[src/rtl/core/cls_pkg.sv]
`timescale 1ns / 1ps
// ----------------------------------------------------------------------------
// cls_pkg
// Shared types and constants for the comment and literal scanner.
// ----------------------------------------------------------------------------
package cls_pkg;

   localparam int SPAN_BITS   = 16;
   localparam int KIND_BITS   = 2;
   localparam int CSR_IDX_BITS = 2;
   localparam int CSR_DATA_BITS = 1;
   localparam int QUEUE_DEPTH = 4;
   localparam int QUEUE_PTR_BITS = 2;
   localparam int QUEUE_CNT_BITS = 3;

   localparam logic [7:0] CHR_DQUOTE    = 8'h22;
   localparam logic [7:0] CHR_SQUOTE    = 8'h27;
   localparam logic [7:0] CHR_SLASH     = 8'h2F;
   localparam logic [7:0] CHR_STAR      = 8'h2A;
   localparam logic [7:0] CHR_BACKSLASH = 8'h5C;

   typedef enum logic [KIND_BITS-1:0] {
      KIND_STRING  = 2'd0,
      KIND_CHAR    = 2'd1,
      KIND_COMMENT = 2'd2,
      KIND_ESCAPE  = 2'd3
   } span_kind_type;

   localparam logic [CSR_IDX_BITS-1:0] CSR_REPORT_LITERALS = 2'd0;
   localparam logic [CSR_IDX_BITS-1:0] CSR_REPORT_COMMENTS = 2'd1;
   localparam logic [CSR_IDX_BITS-1:0] CSR_REPORT_ESCAPES  = 2'd2;

   typedef struct packed {
      logic report_literals;
      logic report_comments;
      logic report_escapes;
   } cfg_type;

   typedef struct packed {
      logic [SPAN_BITS-1:0] span_start;
      logic [SPAN_BITS-1:0] span_end;
      span_kind_type        span_kind;
   } span_type;

   typedef enum logic [5:0] {
      MODE_NORMAL  = 6'b000001,
      MODE_SLASH   = 6'b000010,
      MODE_STRING  = 6'b000100,
      MODE_CHAR    = 6'b001000,
      MODE_COMMENT = 6'b010000,
      MODE_ESCAPE  = 6'b100000
   } scan_mode_type;

endpackage

[src/rtl/core/cls_req_if.sv]
`timescale 1ns / 1ps
// ----------------------------------------------------------------------------
// cls_req_if
// Request channel: one source byte with a last-byte mark.
// ----------------------------------------------------------------------------
interface cls_req_if
   import cls_pkg::*;
();
   logic       valid;
   logic       ready;
   logic [7:0] text_byte;
   logic       is_last;

   modport source (output valid, output text_byte, output is_last, input ready);
   modport sink   (input valid, input text_byte, input is_last, output ready);
endinterface

[src/rtl/core/cls_rsp_if.sv]
`timescale 1ns / 1ps
// ----------------------------------------------------------------------------
// cls_rsp_if
// Result channel: one closed span.
// ----------------------------------------------------------------------------
interface cls_rsp_if
   import cls_pkg::*;
();
   logic                 valid;
   logic                 ready;
   logic [SPAN_BITS-1:0] span_start;
   logic [SPAN_BITS-1:0] span_end;
   logic [KIND_BITS-1:0] span_kind;

   modport source (output valid, output span_start, output span_end, output span_kind,
                   input ready);
   modport sink   (input valid, input span_start, input span_end, input span_kind,
                   output ready);
endinterface

[src/rtl/core/cls_front.sv]
`timescale 1ns / 1ps
// ----------------------------------------------------------------------------
// cls_front
// Per-byte scanner state machine; pushes closed, enabled spans to the queue.
// ----------------------------------------------------------------------------
module cls_front
   import cls_pkg::*;
#(
   parameter int POS_BITS = 16
) (
   input  logic     clock,
   input  logic     reset,
   cls_req_if.sink  req_ch,
   input  cfg_type  cfg,
   input  logic     queue_full,
   output logic     push_valid,
   output span_type push_data
);

   scan_mode_type       mode_ff, mode_in, mode_step;
   logic                esc_ff, esc_in;
   logic                star_ff, star_in;
   logic [POS_BITS-1:0] open_ff, open_in;
   logic [POS_BITS-1:0] pos_ff, pos_in;

   logic                accept;
   logic                closed;
   logic                fire;
   span_kind_type       kind;
   logic [7:0]          c;
   logic                enabled;

   assign req_ch.ready = !queue_full;
   assign accept       = req_ch.valid && req_ch.ready;
   assign c            = req_ch.text_byte;

   always_comb begin
      mode_step = mode_ff;
      esc_in    = esc_ff;
      star_in   = star_ff;
      open_in   = open_ff;
      closed    = 1'b0;
      kind      = KIND_STRING;

      unique case (mode_ff)
         MODE_STRING, MODE_CHAR: begin
            if (c == ((mode_ff == MODE_STRING) ? CHR_DQUOTE : CHR_SQUOTE) && !esc_ff) begin
               closed = 1'b1;
               kind   = (mode_ff == MODE_STRING) ? KIND_STRING : KIND_CHAR;
            end else begin
               esc_in = (c == CHR_BACKSLASH) ? !esc_ff : 1'b0;
            end
         end
         MODE_COMMENT: begin
            if (star_ff && c == CHR_SLASH) begin
               closed = 1'b1;
               kind   = KIND_COMMENT;
            end else begin
               star_in = (c == CHR_STAR);
            end
         end
         MODE_ESCAPE: begin
            closed = 1'b1;
            kind   = KIND_ESCAPE;
         end
         default: begin
            // slash seen falls into normal handling unless this is the star
            if (mode_ff == MODE_SLASH && c == CHR_STAR) begin
               mode_step = MODE_COMMENT;
               star_in   = 1'b0;
            end else if (c == CHR_DQUOTE) begin
               mode_step = MODE_STRING;
               esc_in    = 1'b0;
               open_in   = pos_ff;
            end else if (c == CHR_SQUOTE) begin
               mode_step = MODE_CHAR;
               esc_in    = 1'b0;
               open_in   = pos_ff;
            end else if (c == CHR_SLASH) begin
               mode_step = MODE_SLASH;
               open_in   = pos_ff;
            end else if (c == CHR_BACKSLASH) begin
               mode_step = MODE_ESCAPE;
               open_in   = pos_ff;
            end else begin
               mode_step = MODE_NORMAL;
            end
         end
      endcase

      fire = closed;
      if (req_ch.is_last && !closed) begin
         priority case (mode_step)
            MODE_STRING:  begin fire = 1'b1; kind = KIND_STRING;  end
            MODE_CHAR:    begin fire = 1'b1; kind = KIND_CHAR;    end
            MODE_COMMENT: begin fire = 1'b1; kind = KIND_COMMENT; end
            MODE_ESCAPE:  begin fire = 1'b1; kind = KIND_ESCAPE;  end
            default:      fire = 1'b0;
         endcase
      end

      mode_in = mode_step;
      if (fire) begin
         mode_in = MODE_NORMAL;
         esc_in  = 1'b0;
         star_in = 1'b0;
      end

      pos_in = pos_ff;
      if (req_ch.is_last) begin
         mode_in = MODE_NORMAL;
         esc_in  = 1'b0;
         star_in = 1'b0;
         pos_in  = '0;
      end else if (pos_ff != {POS_BITS{1'b1}}) begin
         pos_in = pos_ff + 1'b1;
      end
   end

   always_comb begin
      unique case (kind)
         KIND_COMMENT: enabled = cfg.report_comments;
         KIND_ESCAPE:  enabled = cfg.report_escapes;
         default:      enabled = cfg.report_literals;
      endcase
   end

   assign push_valid           = accept && fire && enabled;
   assign push_data.span_start = SPAN_BITS'(open_in);
   assign push_data.span_end   = SPAN_BITS'(pos_ff);
   assign push_data.span_kind  = kind;

   always_ff @(posedge clock) begin
      if (reset) begin
         mode_ff <= MODE_NORMAL;
         esc_ff  <= 1'b0;
         star_ff <= 1'b0;
         open_ff <= '0;
         pos_ff  <= '0;
      end else if (accept) begin
         mode_ff <= mode_in;
         esc_ff  <= esc_in;
         star_ff <= star_in;
         open_ff <= req_ch.is_last ? '0 : open_in;
         pos_ff  <= pos_in;
      end
   end

endmodule

[src/rtl/core/cls_queue.sv]
`timescale 1ns / 1ps
// ----------------------------------------------------------------------------
// cls_queue
// Small FIFO of closed spans between the scanner and the output stage.
// ----------------------------------------------------------------------------
module cls_queue
   import cls_pkg::*;
(
   input  logic     clock,
   input  logic     reset,
   input  logic     push_valid,
   input  span_type push_data,
   output logic     full,
   output logic     pop_valid,
   input  logic     pop_ready,
   output span_type pop_data
);

   span_type                  entry_ff [QUEUE_DEPTH];
   logic [QUEUE_PTR_BITS-1:0] wr_ptr_ff, rd_ptr_ff;
   logic [QUEUE_CNT_BITS-1:0] count_ff, count_in;
   logic                      do_push, do_pop;

   assign full      = (count_ff == QUEUE_CNT_BITS'(QUEUE_DEPTH));
   assign pop_valid = (count_ff != '0);
   assign pop_data  = entry_ff[rd_ptr_ff];
   assign do_push   = push_valid && !full;
   assign do_pop    = pop_valid && pop_ready;

   always_comb begin
      count_in = count_ff;
      if (do_push && !do_pop) count_in = count_ff + 1'b1;
      else if (do_pop && !do_push) count_in = count_ff - 1'b1;
   end

   always_ff @(posedge clock) begin
      if (do_push) entry_ff[wr_ptr_ff] <= push_data;
   end

   always_ff @(posedge clock) begin
      if (reset) begin
         wr_ptr_ff <= '0;
         rd_ptr_ff <= '0;
         count_ff  <= '0;
      end else begin
         if (do_push) wr_ptr_ff <= wr_ptr_ff + 1'b1;
         if (do_pop)  rd_ptr_ff <= rd_ptr_ff + 1'b1;
         count_ff <= count_in;
      end
   end

endmodule

[src/rtl/core/cls_back.sv]
`timescale 1ns / 1ps
// ----------------------------------------------------------------------------
// cls_back
// Output register stage driving the result channel.
// ----------------------------------------------------------------------------
module cls_back
   import cls_pkg::*;
(
   input  logic     clock,
   input  logic     reset,
   input  logic     in_valid,
   output logic     in_ready,
   input  span_type in_data,
   cls_rsp_if.source rsp_ch
);

   logic     valid_ff, valid_in;
   span_type data_ff;

   assign in_ready = !valid_ff || rsp_ch.ready;

   always_comb begin
      valid_in = valid_ff;
      if (in_ready) valid_in = in_valid;
   end

   always_ff @(posedge clock) begin
      if (reset) valid_ff <= 1'b0;
      else       valid_ff <= valid_in;
   end

   always_ff @(posedge clock) begin
      if (in_ready && in_valid) data_ff <= in_data;
   end

   assign rsp_ch.valid      = valid_ff;
   assign rsp_ch.span_start = data_ff.span_start;
   assign rsp_ch.span_end   = data_ff.span_end;
   assign rsp_ch.span_kind  = data_ff.span_kind;

endmodule

[src/rtl/core/comment_and_literal_scanner_unit.sv]
`timescale 1ns / 1ps
// A span passes through the span queue and then the output register before it appears on rsp.
// Throughput: one request per cycle while the span queue is not full; the scanner state machine updates per byte.
// A four-entry span queue and the output register let the two sides stall apart.
// Reset (synchronous, active high) returns scan state to normal, empties the
// queue and output stage, and restores the report enables to literals and comments on.
// ----------------------------------------------------------------------------
// comment_and_literal_scanner_unit
// Streams C text and reports string, character, comment and escape spans.
// ----------------------------------------------------------------------------
module comment_and_literal_scanner_unit
   import cls_pkg::*;
#(
   parameter int POS_BITS = 16
) (
   input  logic                     clock,
   input  logic                     reset,
   cls_req_if.sink                  req_ch,
   cls_rsp_if.source                rsp_ch,
   input  logic                     csr_write_enable,
   input  logic [CSR_IDX_BITS-1:0]  csr_index,
   input  logic [CSR_DATA_BITS-1:0] csr_write_data
);

   cfg_type  cfg_ff;
   logic     queue_full;
   logic     push_valid;
   span_type push_data;
   logic     pop_valid, pop_ready;
   span_type pop_data;

   always_ff @(posedge clock) begin
      if (reset) begin
         cfg_ff.report_literals <= 1'b1;
         cfg_ff.report_comments <= 1'b1;
         cfg_ff.report_escapes  <= 1'b0;
      end else if (csr_write_enable) begin
         if (csr_index == CSR_REPORT_LITERALS) cfg_ff.report_literals <= csr_write_data[0];
         if (csr_index == CSR_REPORT_COMMENTS) cfg_ff.report_comments <= csr_write_data[0];
         if (csr_index == CSR_REPORT_ESCAPES)  cfg_ff.report_escapes  <= csr_write_data[0];
      end
   end

   cls_front #(.POS_BITS(POS_BITS)) u_front (
      .clock      (clock),
      .reset      (reset),
      .req_ch     (req_ch),
      .cfg        (cfg_ff),
      .queue_full (queue_full),
      .push_valid (push_valid),
      .push_data  (push_data)
   );

   cls_queue u_queue (
      .clock      (clock),
      .reset      (reset),
      .push_valid (push_valid),
      .push_data  (push_data),
      .full       (queue_full),
      .pop_valid  (pop_valid),
      .pop_ready  (pop_ready),
      .pop_data   (pop_data)
   );

   cls_back u_back (
      .clock    (clock),
      .reset    (reset),
      .in_valid (pop_valid),
      .in_ready (pop_ready),
      .in_data  (pop_data),
      .rsp_ch   (rsp_ch)
   );

endmodule
[src/flat_wrapper.sv]
// flat-port wrapper written by rule: the top's interface ports become plain ports
module comment_and_literal_scanner_unit_flat import cls_pkg::*;
#(
   parameter int POS_BITS = 16
)
  (clock, reset, csr_write_enable, csr_index, csr_write_data, req_ch_valid, req_ch_text_byte, req_ch_is_last, req_ch_ready, rsp_ch_valid, rsp_ch_span_start, rsp_ch_span_end, rsp_ch_span_kind, rsp_ch_ready);
  cls_req_if req_ch_i ();
  cls_rsp_if rsp_ch_i ();
  input  logic clock;
  input  logic reset;
  input  logic csr_write_enable;
  input  logic [CSR_IDX_BITS-1:0] csr_index;
  input  logic [CSR_DATA_BITS-1:0] csr_write_data;
  input wire logic [$bits(req_ch_i.valid)-1:0] req_ch_valid;
  input wire logic [$bits(req_ch_i.text_byte)-1:0] req_ch_text_byte;
  input wire logic [$bits(req_ch_i.is_last)-1:0] req_ch_is_last;
  output wire logic [$bits(req_ch_i.ready)-1:0] req_ch_ready;
  output wire logic [$bits(rsp_ch_i.valid)-1:0] rsp_ch_valid;
  output wire logic [$bits(rsp_ch_i.span_start)-1:0] rsp_ch_span_start;
  output wire logic [$bits(rsp_ch_i.span_end)-1:0] rsp_ch_span_end;
  output wire logic [$bits(rsp_ch_i.span_kind)-1:0] rsp_ch_span_kind;
  input wire logic [$bits(rsp_ch_i.ready)-1:0] rsp_ch_ready;
  assign req_ch_i.valid = req_ch_valid;
  assign req_ch_i.text_byte = req_ch_text_byte;
  assign req_ch_i.is_last = req_ch_is_last;
  assign req_ch_ready = req_ch_i.ready;
  assign rsp_ch_valid = rsp_ch_i.valid;
  assign rsp_ch_span_start = rsp_ch_i.span_start;
  assign rsp_ch_span_end = rsp_ch_i.span_end;
  assign rsp_ch_span_kind = rsp_ch_i.span_kind;
  assign rsp_ch_i.ready = rsp_ch_ready;
  comment_and_literal_scanner_unit #(.POS_BITS(POS_BITS)) u_core (.clock(clock), .reset(reset), .req_ch(req_ch_i), .rsp_ch(rsp_ch_i), .csr_write_enable(csr_write_enable), .csr_index(csr_index), .csr_write_data(csr_write_data));
endmodule
[config.mk]
export PLATFORM = sky130hd
export DESIGN_NAME = comment_and_literal_scanner_unit_flat
export DESIGN_NICKNAME = d
export VERILOG_FILES = /design/src/rtl/core/cls_pkg.sv /design/src/rtl/core/cls_req_if.sv /design/src/rtl/core/cls_rsp_if.sv /design/src/rtl/core/cls_front.sv /design/src/rtl/core/cls_queue.sv /design/src/rtl/core/cls_back.sv /design/src/rtl/core/comment_and_literal_scanner_unit.sv /design/src/flat_wrapper.sv
export SDC_FILE = /design/constraint.sdc
export NUM_CORES = 1
export LEC_CHECK = 0
export ABC_AREA = 1
export BUFFER_PORTS_ARGS = -buffer_cell sky130_fd_sc_hd__buf_2
export CORE_ASPECT_RATIO = 1.2
export CORE_MARGIN = 5
export CORE_UTILIZATION = 25
export CTS_BUF_LIST = sky130_fd_sc_hd__clkbuf_2 sky130_fd_sc_hd__clkbuf_4 sky130_fd_sc_hd__clkbuf_8
export DETAILED_ROUTE_END_ITERATION = 8
export SETUP_SLACK_MARGIN = 0.1
export SLEW_MARGIN = 20
export SYNTH_ARGS = -nofsm -noshare
export SYNTH_HDL_FRONTEND = slang
export SYNTH_HIERARCHICAL = 1
export SYNTH_SLANG_ARGS = --single-unit
[constraint.sdc]
create_clock -name clock -period 8.8 [get_ports clock]
set_input_delay 1.32 -clock clock [delete_from_list [all_inputs] [get_ports clock]]
set_output_delay 1.32 -clock clock [all_outputs]
set_load 0.03 [all_outputs]
==> impl_results.md <==
- CTS tree: yes
- Static leakage: ~3.9 nW
- CP max FO: 6
- Final setup TNS: 0 ps
- Max_cap viols: 0
- Final setup margin: between 5000 and 6000 ps
- Critical path's top delay family: simple AND/OR/NAND/NOR gates
- P_int: between 1.5 and 2 mW
- Worst path max stage delay: between 300 and 400 ps
- Fmax achieved: roughly 270 MHz
- Critical Path Start: req_ch_text_byte[4]
- Initial core utilization: 0.253
- Tmin final: roughly 3700 ps
- CTS Sinks: around 220
- Die area: between 0.04 and 0.05 mm²
- First-pass GRT wire length: roughly 33 mm
- Met3 WL: 846 µm
- Die Ht: around 220 µm
- NetSw: between 1 and 1.5 mW
- RSZ-0062 raised after global routing: no
- Power density cells: about 270 mW/mm²
- R2R setup slack: 5740 ps
- Dpl ws: about 4600 ps
- Synthesized area per cell: about 11 µm²
- WP data arrival: between 4000 and 5000 ps
- Post-CTS Setup Inserts: 0
- Clock Skews: 31.3 ps
- Worst reg2reg startpoint: u_core/u_front/mode_ff[4]
- Post-DP HPWL: roughly 13 mm
- Vias in the first global route: 6360
- Post-Syn Area: ~0.0095 mm²
- DRT iter0 DRCs: 369
- WL met1: ~8.9 mm
- Tot GR Track Use: 0.0965
- Ys Warns: 6
- Logic pwr share: 0.260
- # DRC: 0
- CTS H-tree depth: 2
- Final wirelength: between 20 and 25 mm
- Bufs on Longest Clock Path: 3
- Core box area: roughly 0.038 mm²
- Synth Register Bits: 223
- Area added between synthesis and finish: 15.3%
- Hold Fails Final Rpt: 0
- Setup crit end kind: flip-flop
- Most used cell, CP: nand2_1
- # diodes: 0
- Fin util: 0.292
- WP depth: 25
- Hold_sp: u_core/u_front/open_ff[10]
- Status: finished, final reports clean
- Max VDD drop: between 0.1 and 0.15 mV
- Die W: 188 µm
- Vias per cell: 4.44
- Clk_lat worst skew: roughly 520 ps
- Initial antenna violation count: 0
- Drt wl/cell: around 14 µm
- Clock power share: 0.303
- CP Buf/Inv Count: 7
- Layout Nets: 950
- Routed Antenna Nets: 0
- Critical path class: in2reg
- Max-slew headroom: 0.430
- Uppermost routed layer: met4
- TritonRoute pass-1 iters: 4
- Share of cells above drive strength 1: 0.219
- R2r endpoint: u_core/u_queue/count_ff[2]
- Period utilization: 0.415
- DR WL met2: 10.3 mm
- Slowest stage cell, crit path: fa_1
- Via count: 6361
- Row count: between 70 and 80
- Final Slew Violations: 0
- CTS buffer count: 38
- Setup crit start kind: primary input
- Critical path endpoint: u_core/u_queue/count_ff[2]
- Sequential fraction of the synthesis area: 0.646
- Seq pwr share: 0.437
- Root Buffer: clkbuf_8
- Final Wtd Congestion: roughly 0.9
- Critical Path RT: roughly 9200 ps
- Gr ovfl total: 0
- I/O pins: between 50 and 60
- Slew @ Worst Pin: 855 ps
- IO buf count: 52
- Sw Ratio: 0.342
- Final setup fails: 0
- Clk slew on worst S/H paths: roughly 60 ps
- Syn nets: ~900
- Pin count of the biggest net entering global routing: 70
- Cell variety after synth: 39
- Final Instance Area: around 0.011 mm²
- CTS hold repair buffers: 0
- Resized Gates After CTS: 0
- Reg2reg path depth: 22
- Min-Delay Path Class: reg2reg
- Synth Instances: roughly 860
- Placement Cell Area: 0.0103 mm²
==> cell families (layout without fill, tap and decap cells) <==
group,count (synthesis),count (layout),share of synthesized area
simple gates,321,321,0.147
flops,223,223,0.646
compound gates,192,192,0.135
buf+inv,110,205,0.0565
fa+ha+maj,7,7,0.00996
xor+xnor,6,6,0.00550
==> final cells by class <==
cell class | instances | area [µm²]
Multi-Input combinational cell | 526 | 2870
Tap cell | 480 | 601
Timing Repair Buffer | 62 | 335
Sequential cell | 223 | 6170
Fill cell | 3818 | 26800
Clock buffer | 48 | 629
Inverter | 75 | 288
Clock inverter | 20 | 129
==> flip-flops by register name (all words and copies together), names as in the netlist, 3 cells and up, named ones only <==
register	count
u_core/u_back/rsp_ch.span_start	16
u_core/u_front/open_ff	16
u_core/u_front/pos_ff	16
u_core/u_queue/count_ff	3
u_core/cfg_ff	3
u_core/u_queue/entry_ff	136
u_core/u_back/rsp_ch.span_end	16
u_core/u_front/mode_ff	6
==> cell usage in the layout, fill, tap and decap left out, drive strengths merged, types with 15 or more instances in the layout <==
cell type	n
edfxtp	170
clkinv	17
nand3	34
dfxtp	53
o211ai	16
o21ai	83
nand4	15
a21oi	41
nor2	135
o21a	16
o22ai	34
nand2	118
inv	75
buf	62
clkbuf	48
nor3	18
==> synthesized netlist by cell type (all sizes together) <==
cell type / number / area, µm²
edfxtp: 170 / 5100
nor2: 135 / 567
nand2: 118 / 458
o21ai: 83 / 423
inv: 73 / 279
dfxtp: 53 / 1060
a21oi: 41 / 224
nand3: 34 / 175
o22ai: 34 / 338
buf: 27 / 219
nor3: 18 / 106
o211ai: 16 / 170
o21a: 16 / 120
nand4: 15 / 93.8
clkbuf: 8 / 32.5
ha: 6 / 75.1
xor2: 6 / 52.6
clkinv: 2 / 8.75
a211oi: 1 / 7.51
a31oi: 1 / 6.26
fa: 1 / 20.0
nand3b: 1 / 7.51
==> worst reg2reg max path, stage by stage, from the launching register on <==
cell     delay [ps]
dfxtp_1         340
nor2_1          200
nand3_1         120
nor2_1          280
inv_1            70
nand2_1         110
nor2_1           70
o21ai_2         240
nor2_1           70
nor2_1           80
nand2_1          50
inv_1            80
nand2_1         160
inv_1           140
ha_1            170
inv_1            60
fa_1            370
inv_1            60
nand2_1          40
nand3_1          70
nand2_1          50
nand2_1          50
nor2_1           40
==> how the worst min path moves through the flow <==
stage                                  to  slack, ps  cells past startpoint
2_1_floorplan            u_core/cfg_ff[2]        430                      2
3_3_place_gp   u_core/u_front/open_ff[11]        470                      2
3_5_place_dp   u_core/u_front/open_ff[10]        470                      2
4_1_cts        u_core/u_front/open_ff[10]        480                      2
5_1_grt        u_core/u_front/open_ff[12]        510                      2
6_report       u_core/u_front/open_ff[10]        480                      2
==> stage by stage <==
stage / std cells / total power, mW / hold WS [ps]
final: 1434 / 3.03 / 484
after global placement: 1366 / 2.14 / 466
after detailed placement: 1366 / 2.16 / 473
after floorplan: 859 / 1.95 / 430
after global routing: 1434 / 3.20 / 512
after CTS: 1434 / 3.08 / 482
==> layer usage <==
metal  global-route usage  vias up
met5                    0        -
met4               0.0419        0
met3               0.0182       51
met2                0.169      141
met1                0.116     3018
li1                     -     3151
==> power by group through the flow <==
| stage | Combinational (mW) | Sequential (mW) | Clock [mW] |
|---|---|---|---|
| final | 0.788 | 1.32 | 0.917 |
| after global routing | 0.862 | 1.33 | 0.999 |
| after CTS | 0.810 | 1.33 | 0.948 |
| after detailed placement | 0.808 | 1.35 | 0 |
| after global placement | 0.795 | 1.35 | 0 |
| after floorplan | 0.426 | 1.52 | 0 |
No activity file was read; power rests on OpenSTA's default activity.
